### src/rtl/tmf_pkg.sv
// Shared types and constants of the dataflow token matching and firing unit.
package tmf_pkg;

	localparam int FN_W       = 3;
	localparam int SLOT_W     = 3;
	localparam int MASK_W     = 8;
	localparam int PEND_W     = 5;
	localparam int STATUS_W   = 2;
	localparam int CFG_W      = 32;
	localparam int ARITY_W    = 4;
	localparam int MAX_INPUTS = 8;

	localparam int IN_TDATA_W   = 8;
	localparam int OUT_TDATA_W  = 8;
	localparam int OUT_TUSER_W  = 3;

	localparam logic [STATUS_W-1:0] ST_OK   = 2'd0;
	localparam logic [STATUS_W-1:0] ST_FULL = 2'd1;
	localparam logic [STATUS_W-1:0] ST_SLOT = 2'd2;

	typedef struct packed {
		logic                fire;
		logic [FN_W-1:0]     fired_fn;
		logic [STATUS_W-1:0] status;
		logic [PEND_W-1:0]   pending;
	} tmf_result_t;

endpackage

### src/rtl/dataflow_token_match_fire.sv
// Top level of the dataflow token matching and firing unit.
//
//  channel      dir  handshake                    contents
//  s_axis       in   s_axis_tvalid/s_axis_tready  tdata: fn_id[2:0], slot[5:3]
//  m_axis       out  m_axis_tvalid/m_axis_tready  tdata: fired_fn, pending; tuser: fire, status
//  cfg          in   cfg_we                       cfg_wdata: arity_table
//
// From one accepted token to the next, when the mask is appended behind the queued
// masks: a read fill step, one compare per mask from the single read port of the mask
// memory, then append, finish, done and idle; done waits until the word is taken. A
// merge ends the scan early and goes to finish; a full queue skips append and an
// empty queue skips the scan. Tokens with a bad function or slot go straight to done.
// Reset clears the queue pointers and counts at once; no clearing pass runs.
// A finished word waits in the output register while the next token is taken.
module dataflow_token_match_fire #(
	parameter int NUM_FUNCS   = 8,
	parameter int QUEUE_DEPTH = 16
) (
	input  logic                               clk,
	input  logic                               arst_n,
	input  logic                               s_axis_tvalid,
	output logic                               s_axis_tready,
	input  logic [tmf_pkg::IN_TDATA_W-1:0]     s_axis_tdata,  // fn_id[2:0], slot[5:3]
	output logic                               m_axis_tvalid,
	input  logic                               m_axis_tready,
	output logic [tmf_pkg::OUT_TDATA_W-1:0]    m_axis_tdata,  // fired_fn[2:0], pending[7:3]
	output logic [tmf_pkg::OUT_TUSER_W-1:0]    m_axis_tuser,  // fire[0], status[2:1]
	input  logic                               cfg_we,
	input  logic [tmf_pkg::CFG_W-1:0]          cfg_wdata
);
	import tmf_pkg::*;

	localparam int DEPTH = NUM_FUNCS * QUEUE_DEPTH;
	localparam int AW    = (DEPTH > 1) ? $clog2(DEPTH) : 1;

	logic [CFG_W-1:0]  arity_q;
	logic              res_valid;
	logic              res_take;
	tmf_result_t       res;
	tmf_result_t       out_q;
	logic              out_vld_q;
	logic              ram_we;
	logic [AW-1:0]     ram_waddr;
	logic [MASK_W-1:0] ram_wdata;
	logic [AW-1:0]     ram_raddr;
	logic [MASK_W-1:0] ram_rdata;

	always_ff @(posedge clk or negedge arst_n) begin
		if (!arst_n) begin
			arity_q <= '0;
		end else if (cfg_we) begin
			arity_q <= cfg_wdata;
		end
	end

	tmf_seq #(
		.NUM_FUNCS  (NUM_FUNCS),
		.QUEUE_DEPTH(QUEUE_DEPTH),
		.AW         (AW)
	) u_seq (
		.clk        (clk),
		.arst_n     (arst_n),
		.arity_table(arity_q),
		.tok_valid  (s_axis_tvalid),
		.tok_fn     (s_axis_tdata[FN_W-1:0]),
		.tok_slot   (s_axis_tdata[FN_W +: SLOT_W]),
		.tok_ready  (s_axis_tready),
		.res_valid  (res_valid),
		.res_take   (res_take),
		.res        (res),
		.ram_we     (ram_we),
		.ram_waddr  (ram_waddr),
		.ram_wdata  (ram_wdata),
		.ram_raddr  (ram_raddr),
		.ram_rdata  (ram_rdata)
	);

	tmf_mask_ram #(
		.DEPTH(DEPTH),
		.AW   (AW)
	) u_ram (
		.clk  (clk),
		.we   (ram_we),
		.waddr(ram_waddr),
		.wdata(ram_wdata),
		.raddr(ram_raddr),
		.rdata(ram_rdata)
	);

	// load the output word when the register is empty or being drained
	assign res_take = res_valid && (!out_vld_q || m_axis_tready);

	always_ff @(posedge clk or negedge arst_n) begin
		if (!arst_n) begin
			out_vld_q <= 1'b0;
		end else if (res_take) begin
			out_vld_q <= 1'b1;
		end else if (m_axis_tready) begin
			out_vld_q <= 1'b0;
		end
	end

	always_ff @(posedge clk) begin
		if (res_take) begin
			out_q <= res;
		end
	end

	assign m_axis_tvalid = out_vld_q;
	assign m_axis_tdata  = {out_q.pending, out_q.fired_fn};
	assign m_axis_tuser  = {out_q.status, out_q.fire};

endmodule

### src/rtl/tmf_mask_ram.sv
// Ready-mask memory: one write port, one read port with registered read data.
module tmf_mask_ram #(
	parameter int DEPTH = 128,
	parameter int AW    = 7
) (
	input  logic                      clk,
	input  logic                      we,
	input  logic [AW-1:0]             waddr,
	input  logic [tmf_pkg::MASK_W-1:0] wdata,
	input  logic [AW-1:0]             raddr,
	output logic [tmf_pkg::MASK_W-1:0] rdata
);
	import tmf_pkg::*;

	logic [MASK_W-1:0] mem [DEPTH];

	always_ff @(posedge clk) begin
		if (we) begin
			mem[waddr] <= wdata;
		end
	end

	always_ff @(posedge clk) begin
		rdata <= mem[raddr];
	end

endmodule

### src/rtl/tmf_seq.sv
// Token sequencer: per-function queue pointers and the mask scan and update loop.
module tmf_seq #(
	parameter int NUM_FUNCS   = 8,
	parameter int QUEUE_DEPTH = 16,
	parameter int AW          = 7
) (
	input  logic                        clk,
	input  logic                        arst_n,
	input  logic [tmf_pkg::CFG_W-1:0]   arity_table,
	input  logic                        tok_valid,
	input  logic [tmf_pkg::FN_W-1:0]    tok_fn,
	input  logic [tmf_pkg::SLOT_W-1:0]  tok_slot,
	output logic                        tok_ready,
	output logic                        res_valid,
	input  logic                        res_take,
	output tmf_pkg::tmf_result_t        res,
	output logic                        ram_we,
	output logic [AW-1:0]               ram_waddr,
	output logic [tmf_pkg::MASK_W-1:0]  ram_wdata,
	output logic [AW-1:0]               ram_raddr,
	input  logic [tmf_pkg::MASK_W-1:0]  ram_rdata
);
	import tmf_pkg::*;

	localparam int FIDX_W = (NUM_FUNCS > 1) ? $clog2(NUM_FUNCS) : 1;
	localparam int HW     = (QUEUE_DEPTH > 1) ? $clog2(QUEUE_DEPTH) : 1;
	localparam int CW     = $clog2(QUEUE_DEPTH + 1);

	localparam logic [2:0] S_IDLE   = 3'd0;
	localparam logic [2:0] S_SCAN   = 3'd1;
	localparam logic [2:0] S_APPEND = 3'd2;
	localparam logic [2:0] S_FIN    = 3'd3;
	localparam logic [2:0] S_DONE   = 3'd4;

	logic [2:0]        state_q;
	logic [HW-1:0]     head_arr_q [NUM_FUNCS];
	logic [CW-1:0]     cnt_arr_q  [NUM_FUNCS];

	logic [FIDX_W-1:0] fidx_q;
	logic [AW-1:0]     base_q;
	logic [MASK_W-1:0] bit_q;
	logic [MASK_W-1:0] full_q;
	logic [HW-1:0]     head_q;
	logic [CW-1:0]     cnt_q;
	logic [HW-1:0]     pos_q;
	logic [CW-1:0]     issue_q;
	logic              cmp_vld_q;
	logic [CW-1:0]     cmp_idx_q;
	logic [HW-1:0]     cmp_pos_q;
	logic [MASK_W-1:0] head_mask_q;
	tmf_result_t       res_q;

	// token decode
	logic [FIDX_W-1:0]  in_fidx;
	logic [ARITY_W-1:0] nib;
	logic [ARITY_W-1:0] arity;
	logic [MASK_W:0]    full_w;
	logic               fn_bad;
	logic               slot_bad;
	logic [AW-1:0]      in_base;

	// shared compare unit
	logic [MASK_W-1:0]  merged;
	logic               hit;
	logic               cmp_last;
	logic [HW-1:0]      pos_nxt;
	logic [HW-1:0]      head_inc;

	function automatic logic [PEND_W-1:0] pend_of(input logic [CW-1:0] c);
		logic [CW+PEND_W-1:0] ext;
		ext = {{PEND_W{1'b0}}, c};
		return ext[PEND_W-1:0];
	endfunction

	assign in_fidx  = tok_fn[FIDX_W-1:0];
	assign nib      = arity_table[{tok_fn, 2'b00} +: ARITY_W];
	assign arity    = (nib >= ARITY_W'(MAX_INPUTS - 1)) ? ARITY_W'(MAX_INPUTS)
	                                                    : nib + ARITY_W'(1);
	assign full_w   = ((MASK_W+1)'(1) << arity) - (MASK_W+1)'(1);
	assign fn_bad   = {1'b0, tok_fn} >= (FN_W+1)'(NUM_FUNCS);
	assign slot_bad = {1'b0, tok_slot} >= arity;
	assign in_base  = AW'(in_fidx) * AW'(QUEUE_DEPTH);

	assign merged   = ram_rdata | bit_q;
	assign hit      = cmp_vld_q && ((ram_rdata & bit_q) == '0);
	assign cmp_last = (cmp_idx_q == cnt_q - CW'(1));
	assign pos_nxt  = (pos_q == HW'(QUEUE_DEPTH - 1)) ? '0 : pos_q + HW'(1);
	assign head_inc = (head_q == HW'(QUEUE_DEPTH - 1)) ? '0 : head_q + HW'(1);

	assign tok_ready = (state_q == S_IDLE);
	assign res_valid = (state_q == S_DONE);
	assign res       = res_q;
	assign ram_raddr = base_q + AW'(pos_q);

	always_comb begin
		ram_we    = 1'b0;
		ram_waddr = base_q + AW'(pos_q);
		ram_wdata = bit_q;
		if (state_q == S_SCAN && hit) begin
			ram_we    = 1'b1;
			ram_waddr = base_q + AW'(cmp_pos_q);
			ram_wdata = merged;
		end else if (state_q == S_APPEND) begin
			ram_we = 1'b1;
		end
	end

	always_ff @(posedge clk or negedge arst_n) begin
		if (!arst_n) begin
			state_q   <= S_IDLE;
			cmp_vld_q <= 1'b0;
			for (int k = 0; k < NUM_FUNCS; k++) begin
				head_arr_q[k] <= '0;
				cnt_arr_q[k]  <= '0;
			end
		end else begin
			unique case (state_q)
				S_IDLE: begin
					cmp_vld_q <= 1'b0;
					if (tok_valid) begin
						if (fn_bad || slot_bad) begin
							state_q <= S_DONE;
						end else if (cnt_arr_q[in_fidx] == '0) begin
							state_q <= S_APPEND;
						end else begin
							state_q <= S_SCAN;
						end
					end
				end
				S_SCAN: begin
					cmp_vld_q <= (issue_q < cnt_q);
					if (hit) begin
						state_q   <= S_FIN;
						cmp_vld_q <= 1'b0;
					end else if (cmp_vld_q && cmp_last) begin
						state_q   <= (cnt_q == CW'(QUEUE_DEPTH)) ? S_DONE : S_APPEND;
						cmp_vld_q <= 1'b0;
					end
				end
				S_APPEND: begin
					state_q <= S_FIN;
				end
				S_FIN: begin
					state_q <= S_DONE;
					if (head_mask_q == full_q) begin
						head_arr_q[fidx_q] <= head_inc;
						cnt_arr_q[fidx_q]  <= cnt_q - CW'(1);
					end else begin
						head_arr_q[fidx_q] <= head_q;
						cnt_arr_q[fidx_q]  <= cnt_q;
					end
				end
				S_DONE: begin
					if (res_take) begin
						state_q <= S_IDLE;
					end
				end
				default: begin
					state_q <= S_IDLE;
				end
			endcase
		end
	end

	// datapath registers, no reset
	always_ff @(posedge clk) begin
		unique case (state_q)
			S_IDLE: begin
				if (tok_valid) begin
					fidx_q  <= in_fidx;
					base_q  <= in_base;
					bit_q   <= MASK_W'(1) << tok_slot;
					full_q  <= full_w[MASK_W-1:0];
					head_q  <= head_arr_q[in_fidx];
					cnt_q   <= cnt_arr_q[in_fidx];
					pos_q   <= head_arr_q[in_fidx];
					issue_q <= '0;
					res_q.fire     <= 1'b0;
					res_q.fired_fn <= tok_fn;
					res_q.status   <= ST_SLOT;
					res_q.pending  <= fn_bad ? '0 : pend_of(cnt_arr_q[in_fidx]);
				end
			end
			S_SCAN: begin
				if (issue_q < cnt_q && !hit && !(cmp_vld_q && cmp_last)) begin
					cmp_idx_q <= issue_q;
					cmp_pos_q <= pos_q;
					pos_q     <= pos_nxt;
					issue_q   <= issue_q + CW'(1);
				end
				if (cmp_vld_q && cmp_idx_q == '0) begin
					head_mask_q <= hit ? merged : ram_rdata;
				end
				if (cmp_vld_q && !hit && cmp_last) begin
					// every queued mask already holds the bit; full queue drops it
					res_q.status  <= ST_FULL;
					res_q.pending <= pend_of(cnt_q);
				end
			end
			S_APPEND: begin
				if (cnt_q == '0) begin
					head_mask_q <= bit_q;
				end
				cnt_q <= cnt_q + CW'(1);
			end
			S_FIN: begin
				res_q.status <= ST_OK;
				if (head_mask_q == full_q) begin
					res_q.fire    <= 1'b1;
					res_q.pending <= pend_of(cnt_q - CW'(1));
				end else begin
					res_q.fire    <= 1'b0;
					res_q.pending <= pend_of(cnt_q);
				end
			end
			S_DONE: begin
			end
			default: begin
			end
		endcase
	end

endmodule
### config.mk
export PLATFORM = sky130hd
export DESIGN_NAME = dataflow_token_match_fire
export DESIGN_NICKNAME = d
export VERILOG_FILES = /design/src/rtl/tmf_pkg.sv /design/src/rtl/dataflow_token_match_fire.sv /design/src/rtl/tmf_mask_ram.sv /design/src/rtl/tmf_seq.sv
export SDC_FILE = /design/constraint.sdc
export NUM_CORES = 1
export LEC_CHECK = 0
export BUFFER_PORTS_ARGS = -buffer_cell sky130_fd_sc_hd__buf_2
export CAP_MARGIN = 20
export CORE_MARGIN = 2
export CORE_UTILIZATION = 35
export CTS_CLUSTER_DIAMETER = 150
export DETAILED_ROUTE_END_ITERATION = 6
export PLACE_DENSITY_LB_ADDON = 0.12
export SLEW_MARGIN = 0
export SYNTH_ARGS = -nofsm -noshare
export SYNTH_HDL_FRONTEND = slang
export SYNTH_SLANG_ARGS = --single-unit
### constraint.sdc
create_clock -name clk -period 9.22 [get_ports clk]
set_input_delay 0.922 -clock clk [delete_from_list [all_inputs] [get_ports clk]]
set_output_delay 0.922 -clock clk [all_outputs]
set_load 0.02 [all_outputs]
# Word level (Yosys, flattened, before mapping)
# Memory sizes are Yosys's and may differ from the RTL's. A register that Yosys moved wholly into a read port is not among the register bits.
# Index checks and enable logic that the tools add are counted.
# word_totals
regBits,182
mem_bits_rw,1024
input_bits,45
out_inout_bits,13
elab_cells,165
memories,1
# classes
n_addsub,9
magnitude_cmp,6
eq_ne,16
n_shift,3
n_mux,56
bitwise_logic,4
n_reduce_logical,33
# mem_list
memory,words,width,rd,rd_clocked_by_memory_dff,wr,line_no,source
u_ram.mem,128,8,1,1,1,tmf_mask_ram.sv:15,logic [MASK_W-1:0] mem [DEPTH];
# op_table
cell,count
$bwmux 40,2
$bwmux 32,2
$mux 40,1
$mux 5,7
$mux 32,1
$mux 4,8
$mux 8,4
$shiftx 32x6->4,1
$pmux 7 s3,1
$pmux 5 s2,2
$mux 3,6
$pmux 8 s2,1
$bmux 5 s3,1
$demux 5 s3,1
$logic_not 5->1,3
$pmux 3 s5,1
$add 7x4->7,2
$mux 7,2
$add 4x1->4 const B,3
$bmux 4 s3,1
$demux 4 s3,1
$reduce_and 3->1,4
$mux 11,1
$add 5x1->5 const B,2
other kinds (34),69

# Logic depth before layout (Yosys ltp)
# logic_depth
depth_word,9
depth_mapped,15

# Modules after synthesis
# From an unflattened synthesis, not the netlist that was laid out.
# hier_totals
cells_unflattened,2292
area_unflattened_um2,48416.4
# by_module_without_submodules
mod,instances,cells_each,area_each_um2
tmf_mask_ram,1,1635,39665.5
tmf_seq,1,574,7031.7
dataflow_token_match_fire,1,83,1719.1

# Worst setup path after synthesis
# Ideal clock, no wire load.
# synth_timing
path_kind,reg2reg
start,register u_seq.state_q[1]
end,memory u_ram.mem[0][0] (data pin)
setup_time_ns,0.497
arrival_ns,3.196
slack_ns,5.527
path_stages_with_launch,10
path_buffers,3
period_less_slack_ns,3.693
path_cell_list,dfrtp_1 > buf_2 > nor2_4 > nand2_4 > clkinv_2 > nand2_1 > nor3_1 > buf_2 > buf_1 > a21o_1
# synth_via
elab_chain_len,3
# synth_lines
element,line_no,source
start: declaration,tmf_seq.sv:35,logic [2:0] state_q;
start signal: assignment,tmf_seq.sv:136,state_q <= (cnt_q == CW'(QUEUE_DEPTH)) ? S_DONE : S_APPEND;
$eq 3x1->1,tmf_seq.sv:99,if (state_q == S_SCAN && hit) begin
$logic_and 1x1->1,tmf_seq.sv:99,
$mux 8,tmf_seq.sv:99,
via ram_wdata[0],dataflow_token_match_fire.sv:44,logic [MASK_W-1:0] ram_wdata;
end: declaration,tmf_mask_ram.sv:15,
# The timed path passes the listed nets, and every way through them passes these cells.

# Final worst setup path
# layout_timing
start,register u_seq.pos_q[1]
end,register u_ram.rdata[1] in the netlist's numbering (read register of u_ram.mem)
# layout_via
elab_chain_len,1
# layout_lines
element,line_no,source
start: declaration,tmf_seq.sv:45,logic [HW-1:0] pos_q;
start signal: assignment,tmf_seq.sv:176,pos_q <= head_arr_q[in_fidx];
start signal: assignment,tmf_seq.sv:188,pos_q <= pos_nxt;
$add 7x4->7,tmf_seq.sv:93,assign ram_raddr = base_q + AW'(pos_q);
end: declaration,tmf_mask_ram.sv:11,output logic [tmf_pkg::MASK_W-1:0] rdata
# Every way passes these cells.
# A chain may end at the register's enable or synchronous reset.

==> run metrics <==
gr usage total=0.1908; critical path fanouts, max=46; TritonRoute pass-1 iters=7; Hold Buf Count CTS=0; FF+latch count, synth=1,214; Non-Filler Instances=4,775; Final min period=4099 ps; Buf/Inv on CP=2; TritonCTS Sinks=1,214; clk_lat worst skew=760 ps; maximum root-to-sink buffer count=3; Reg power frac=0.405; switching share of total power=0.3214; CTS tree=yes; most common cell after layout, fill and taps aside=edfxtp_1; crit path kind=flip-flop to flip-flop; Final Core Density=0.4052; Max transition margin=0.2362; Post-Syn Area=48,810 sq um; P&R area growth vs syn=15.42%; power density over cell area=305.7 nW/um^2; critical path's slowest cell=nor4_1; io pins=58; total congestion overflow=0; count of final max-slew check failures=0; Lkg Pwr=18.38 nW; Post-Synth Simple-Gate Area=0.04912; Root Buffer=clkbuf_16; Post-synth EDFFs=1,097; HP Class=input port to asynchronous set/reset pin; final setup fails=0; Crit path arrival time=4700 ps; nets@finish=2,851; total length of routed wires=134,500 microns; outcome=finished clean; top_reg_cell synth=edfxtp_1; setup TNS=0 ps; IO Port Bufs=55; CP endpoint kind=flip-flop; Wirelength per Cell=28.17 microns; CTS resizes=0; CTS buffer count=133; critical path's top delay family=buffers and inverters; Synth cell types=78; postcts setup bufs=0; Power Internal=0.01169 W; RSZ-0062 raised after global routing=no; DR vias=25,560; Residual DRC=0; most frequent cells in the layout=edfxtp_1, mux4_2, nand2_1, clkbuf_16, buf_4; Gate power share=0.281; Seq. cell area=35,830 sq um; pin count of the biggest net entering global routing=131; multiplexer share of the synthesized area=0.1487; Starting Density=0.3511; # fillers=12,480; dpl hpwl=82,910 microns; Worst-path clk slew=60 ps; f_max=243.9 MHz; syn_nets=2,683; GPL Wtd Cong=0.7904; Final Hold Fails=0; skew final=32.62 ps; H-tree levels=4; DP Cell Count=4,531; Max stage delay on crit path=840 ps; Synth Area in XOR/XNOR=0.005383; Max VDD drop=220.6 uV; Final WS setup=5121 ps; die area=142,500 sq um; die width=377.4 microns; Critical Path RT=9820 ps; share of cells above drive strength 1=0.2553; Avg Inst Size Synth=18.60 sq um; period utilisation layout=0.4446; # rows=137; Die Y=377.4 microns; cells after synthesis=2,624; Synth Area in Compound Gates=0.04066; number of routed nets with antenna violations=0; sw power=0.005536 W; Synth Area in Adders=0.003589; initial antenna violation count=1; crit-path cells=buf_4 -> buf_4 -> mux4_2 -> a32oi_1 -> nand4_1 -> nor4_1 -> nand2_1; vias in the first global route=26,480; maxcap violations=0; initial detailed-routing violation count=2,238; main combinational cell family by area after synthesis=multiplexers; core area=139,000 sq um; Worst-Margin Slew=1143 ps; clock power share=0.314; FFs w/ async S/R, synth=0.08979; Vias/cell=5.353; # diodes=0; Critical Path Start Type=flip-flop; synth warn=0; Post-Place Worst Slack=4674 ps; Multi-input gate area=12,260 sq um; first-pass GRT wire length=194,300 microns; most frequent CP cell=buf_4; sequential cell area fraction in the yosys report=0.7341
-- synth_stat cells, types with 14 or more instances --
cell / number / share of area
nand2_1: 156 / 0.012
mux4_2: 268 / 0.12
xor2_1: 16 / 0.0029
nand3_1: 50 / 0.0051
clkbuf_1: 61 / 0.0047
a22oi_1: 59 / 0.0091
nor3_1: 105 / 0.011
mux2_2: 43 / 0.0099
mux2i_1: 66 / 0.014
xnor2_1: 14 / 0.0025
a21oi_1: 36 / 0.0037
dfrtp_1: 109 / 0.056
a21o_1: 15 / 0.0023
nor2_1: 103 / 0.0079
buf_4: 15 / 0.0023
o21ai_0: 93 / 0.0095
buf_1: 14 / 0.0011
edfxtp_1: 1097 / 0.67
ha_1: 14 / 0.0036
inv_1: 16 / 0.0012
buf_2: 59 / 0.0060
nor2b_1: 17 / 0.0022
-- power groups by stage --
stage | Combinational, W | Sequential, W | Clock (W)
finish | 0.00484 | 0.00698 | 0.00540
floorplan | 0.00317 | 0.00699 | 0
global route | 0.00519 | 0.00702 | 0.00574
CTS | 0.00494 | 0.00697 | 0.00553
global placement | 0.00485 | 0.00706 | 0
detailed placement | 0.00492 | 0.00708 | 0
-- final timing paths --
check / startpoint / end / slack [ps] / depth (start not counted)
setup / recovery: u_seq.pos_q[1]$_DFFE_PP_ / u_ram.rdata[1]$_DFF_P_ / 5120 / 7
hold reg to reg: u_seq.res[6]$_SDFFCE_PN0P_ / m_axis_tuser[2]$_DFFE_PP_ / 420 / 0
max in group asynchronous: arst_n / u_seq.cnt_arr_q[31]$_DFFE_PN0P_ / 7750 / 2
setup reg to reg: u_seq.pos_q[1]$_DFFE_PP_ / u_ram.rdata[1]$_DFF_P_ / 5120 / 7
min in group clk: cfg_wdata[14] / arity_q[14]$_DFFE_PN0P_ / 400 / 2
hold / removal: arst_n / u_seq.cmp_vld_q$_DFFE_PN0P_ / 140 / 1
-- per-stage QoR --
stage | total power, W | hold WS (ps) | area (sq um)
3_3_place_gp | 0.01191 | 404.8 | 51850
2_1_floorplan | 0.01016 | 400.3 | 48810
4_1_cts | 0.01744 | 100.1 | 56320
3_5_place_dp | 0.01201 | 408.4 | 51880
6_report | 0.01722 | 144.8 | 56340
5_1_grt | 0.01794 | 147.4 | 56340
-- worst register-to-register path: cells and delay by family (launching register included) --
kind / cells / cell delay [ps]
buffers and inverters: 2 / 1400
AND/OR/NAND/NOR: 3 / 1210
multiplexers: 1 / 520
flip-flops: 1 / 430
AO/OA/AOI/OAI: 1 / 380
-- cell type report --
class / instances / share of cell area
inverter: 18 / 0.001244
tap: 1876 / 0.04167
multi-input combinational: 1230 / 0.2176
timing repair buffer: 195 / 0.02468
clock inverter: 63 / 0.01257
clock buffer: 179 / 0.06623
sequential: 1214 / 0.6360
-- metal layers --
metal / vias up / track usage / wire length [microns]
met1: 13660 / 0.2618 / 59260
met5: - / 0 / 0
met4: 0 / 0.05042 / 2782
met3: 159 / 0.03560 / 7220
met2: 723 / 0.3123 / 65240
li1: 11020 / - / -
-- registers in the layout (all words and copies together) (netlist names), 8 cells and up --
| name | flops |
|---|---|
| u_seq.cnt_arr_q | 40 |
| m_axis_tdata | 8 |
| u_ram.rdata | 8 |
| u_seq.head_arr_q | 32 |
| u_seq.bit_q | 8 |
| u_ram.mem | 1024 |
| arity_q | 32 |
| u_seq.head_mask_q | 8 |
| u_seq.res | 11 |
| u_seq.full_q | 8 |
-- logic make-up after synthesis --
| logic type | count (synthesis) |
|---|---|
| compound gates | 300 |
| buf+inv | 180 |
| xor+xnor | 30 |
| mux | 380 |
| fa+ha+maj | 14 |
| simple gates | 506 |
| flops | 1214 |
(Power assumes the default switching activity.)
